==> src/hw/rtl/wpcc_ram.sv <==
`default_nettype none

module wpcc_ram #(
	parameter int WIDTH = 32,
	parameter int DEPTH = 32,
	localparam int AW = $clog2(DEPTH)
) (
	input logic clk,
	input logic we,
	input logic [AW-1:0] waddr,
	input logic [WIDTH-1:0] wdata,
	input logic [AW-1:0] raddr,
	output logic [WIDTH-1:0] rdata
);
	logic [WIDTH-1:0] mem_q [DEPTH];
	logic [WIDTH-1:0] rdata_q;

	// A read of the address being written returns the old contents.
	always_ff @(posedge clk) begin
		if (we) begin
			mem_q[waddr] <= wdata;
		end
		rdata_q <= mem_q[raddr];
	end

	assign rdata = rdata_q;

endmodule

`default_nettype wire

==> config.mk <==
export PLATFORM = sky130hd
export DESIGN_NAME = wpcc_ram
export DESIGN_NICKNAME = d
export VERILOG_FILES = /design/src/hw/rtl/wpcc_ram.sv
export SDC_FILE = /design/constraint.sdc
export NUM_CORES = 1
export LEC_CHECK = 0
export BUFFER_PORTS_ARGS = -buffer_cell sky130_fd_sc_hd__buf_2
export CAP_MARGIN = 20
export CORE_ASPECT_RATIO = 1.5
export CORE_MARGIN = 3
export CORE_UTILIZATION = 55
export DETAILED_ROUTE_END_ITERATION = 8
export GPL_TIMING_DRIVEN = 0
export PLACE_DENSITY_LB_ADDON = 0.1
export SLEW_MARGIN = 30
export SYNTH_ARGS = -nofsm -noshare
export SYNTH_HDL_FRONTEND = slang
export SYNTH_SLANG_ARGS = --single-unit
==> constraint.sdc <==
create_clock -name clk -period 6.5 [get_ports clk]
set_input_delay 1.3 -clock clk [delete_from_list [all_inputs] [get_ports clk]]
set_output_delay 1.3 -clock clk [all_outputs]
set_load 0.02 [all_outputs]
==> out/qor.yml <==
global_routing:
  grt_overflow_total: 0
  grt_start_max_net_pins: 33
  grt_pass1_vias: 22040
  grt_pass1_wl_mm: 143.1
  grt_antenna_before_repair: 3
  grtUsageTotal: 0.2580
timing:
  fin_tns_setup_ns: 0
  final_max_slew_viol_count: 0
  holdWs_ns: 0.6099
  setup_viol: 0
  skew_ns: 0.01861
  tightest_slew_ns: 0.9958
  fmax_mhz: 330.0
  max-slew-margin-rel: 0.3343
  hold_viol: 0
  period_share: 0.4662
  grt_setup_unrepaired: "false"
  min_period_ns: 3.030
clocking:
  worst_skew_pair.late_latency_ns: 0.66
  cts_buffers: 94
  htreeDepth: 3
  cts_tree: "done"
  cts.clk_slew.worst_paths_ns: 0.06
  ctsResizeCount: 0
  cts-root-buf: "clkbuf_16"
  postCtsHoldBufs: 0
  clock_path_buffers: 3
  post_cts_buffers: 0
  clock-sinks: 1056
min_path:
  hold_class: "reg2reg"
  worstHoldEndpoint: "rdata[30]$_DFF_P_"
  holdPathStages: 4
  hold_start: "mem_q[26][30]$_DFFE_PP_"
setup_path:
  path_delay_family: "buffers and inverters"
  r2r_slack_ns: 4.87
  critPathLaunchType: "input pin"
  end_kind: "flip-flop"
  reg2reg_depth: 5
  critPathMaxStageDelay_ns: 0.64
  cpMostUsedCell: "clkbuf_1"
  reg2reg_to: "rdata[12]$_DFF_P_"
  crit_buf_inv: 3
  cp_cell_sequence: "buf_2 -> or2_2 -> clkbuf_1 -> clkbuf_1 -> nor3_1 -> a31oi_1 -> nand3_1"
  critPathKind: "in2reg"
  worstPathRequired_ns: 6.99
  rr_startpoint: "mem_q[7][12]$_DFFE_PP_"
  critPathMaxFanout: 10
  crit_arrival_ns: 3.52
  cp_slowest_cell: "clkbuf_1"
power:
  vdd_drop_max_mv: 0.2094
  p_leak_uw: 0.01637
  power_density_nw_per_um2: 295.2
logic_synthesis:
  yosysUniqueCellTypes: 25
  yosys_warnings: 0
  syn_area_um2: 40490
  syn_area_per_cell_um2: 17.91
  ys_ff_latch: 1056
  synth_fp_nets: 2304
  syn_inst: 2260
  yosysSeqAreaShare: 0.7754
die:
  chipHeight_um: 338.3
  core_area_um2: 72820
  die-area_um2: 76970
  start_util: 0.5560
  die_x_um: 227.5
  rows: 121
  ios: 76
layout:
  drive_gt1_frac: 0.1453
  nets: 2529
  nFillCells: 5050
  area_delta_synth_final_pct: 15.49
drt:
  drc: 0
  viasPerCell: 5.979
  first_pass_iters: 5
  wl_per_cell_um: 27.70
  vias: 21200
  routed_wl_mm: 98.23
  ant_nets: 0
  initialDrtViolationCount: 1765
placed_design:
  io_buffers: 74
  gp_congestion: 0.8163
  hpwl_mm: 66.17
run_status:
  status: "finished, final reports clean"
run:
  drv_cap: 0
==> layout by cell type (no fill, tap or decap), drive strengths merged <==
| cell type | netlist | routed |
|---|---|---|
| a21oi | 96 | 96 |
| a22o | 64 | 64 |
| a22oi | 96 | 96 |
| a31oi | 32 | 32 |
| and2 | 1 | 1 |
| and2b | 1 | 1 |
| buf | 79 | 208 |
| bufinv | 0 | 5 |
| clkbuf | 48 | 177 |
| clkinv | 0 | 32 |
| clkinvlp | 0 | 1 |
| dfxtp | 32 | 32 |
| diode | 0 | 1 |
| edfxtp | 1024 | 1024 |
| inv | 0 | 5 |
| mux2i | 512 | 512 |
| nand2 | 98 | 98 |
| nand2b | 2 | 2 |
| nand3 | 98 | 98 |
| nand3b | 5 | 5 |
| nor2 | 34 | 34 |
| nor2b | 1 | 1 |
| nor3 | 32 | 32 |
| or2 | 1 | 1 |
| or3 | 1 | 1 |
| or3b | 3 | 3 |
==> sequential cells by signal, summed over array words and instances, names as in the netlist <==
name,flops
rdata,32
mem_q,1024
==> worst max-delay path by stage <==
| stage | start | endpoint | cells past startpoint |
|---|---|---|---|
| final | raddr[4] | rdata[25]$_DFF_P_ | 7 |
| after global routing | raddr[3] | rdata[23]$_DFF_P_ | 7 |
| after detailed placement | raddr[4] | rdata[25]$_DFF_P_ | 7 |
| after floorplan | waddr[1] | mem_q[12][0]$_DFFE_PP_ | 3 |
| after global placement | waddr[1] | mem_q[8][3]$_DFFE_PP_ | 4 |
| after CTS | raddr[4] | rdata[25]$_DFF_P_ | 7 |
==> where the power goes <==
part	switching, µW	internal [µW]
Sequential	25.3	7570
Combinational	545	253
Clock	2370	3040
Total	2940	10900
==> worst min-delay path, cell delays in order (launching register included) <==
cell	delay [ns]
edfxtp_1	0.32
mux2i_1	0.06
nand2_1	0.06
nand3_1	0.06
nand3_1	0.08
==> metal layers <==
metal	GRT usage	vias up	wire length [µm]
li1	-	9421	-
met1	0.3135	10930	36640
met2	0.4717	683	53650
met3	0.03652	167	5224
met4	0.08334	2	2703
met5	0	-	13
==> Yosys cell counts <==
master       n  area share
clkbuf_4     2     0.00037
clkbuf_1    46      0.0043
nor2_1      34      0.0032
buf_2       26      0.0032
edfxtp_1  1024        0.76
a31oi_1     32      0.0049
nand3b_1     5     0.00093
nor2b_1      1     0.00015
nand2_1     98      0.0091
nand2b_1     2     0.00031
buf_6       15      0.0042
or3b_2       3     0.00065
buf_1        5     0.00046
a22oi_1     96       0.018
nand3_1     98       0.012
a21oi_1     96       0.012
or3_1        1     0.00015
and2_1       1     0.00015
nor3_1      32      0.0040
and2b_1      1     0.00019
mux2i_1    512        0.13
buf_4       33      0.0061
dfxtp_1     32       0.016
or2_2        1     0.00015
a22o_1      64       0.014
==> logic make-up after synthesis <==
| family | after synthesis | synth area share |
|---|---|---|
| buffers and inverters | 127 | 0.01860 |
| DFF | 1056 | 0.7753 |
| and+or+nand+nor | 277 | 0.03100 |
| muxes | 512 | 0.1266 |
| AOI/OAI and AO/OA | 288 | 0.04846 |
==> stage by stage <==
step           instance area (µm²)  setup slack, ns    util  power, µW  cells
2_1_floorplan                40490            2.766       -       8163   2260
3_3_place_gp                 42090            1.066  0.5779       8489   3318
3_5_place_dp                 43730            2.848  0.6005       8538   3370
4_1_cts                      46720            3.541  0.6416      13880   3542
5_1_grt                      46750            3.386  0.6420      14210   3545
6_report                     46750            3.470  0.6421      13800   3546
==> cell type report <==
class	count	area, µm²	share of cell area
diodes	1	2.502	0.00005352
plain buffers	127	754.5	0.01614
clock buffers	129	2638	0.05641
clock inverters	43	349.1	0.007466
multi-input cells	1077	8582	0.1836
flip-flops and latches	1056	31390	0.6714
well taps	984	1231	0.02633
repair buffers	129	1808	0.03867
(Power assumes the default switching activity.)
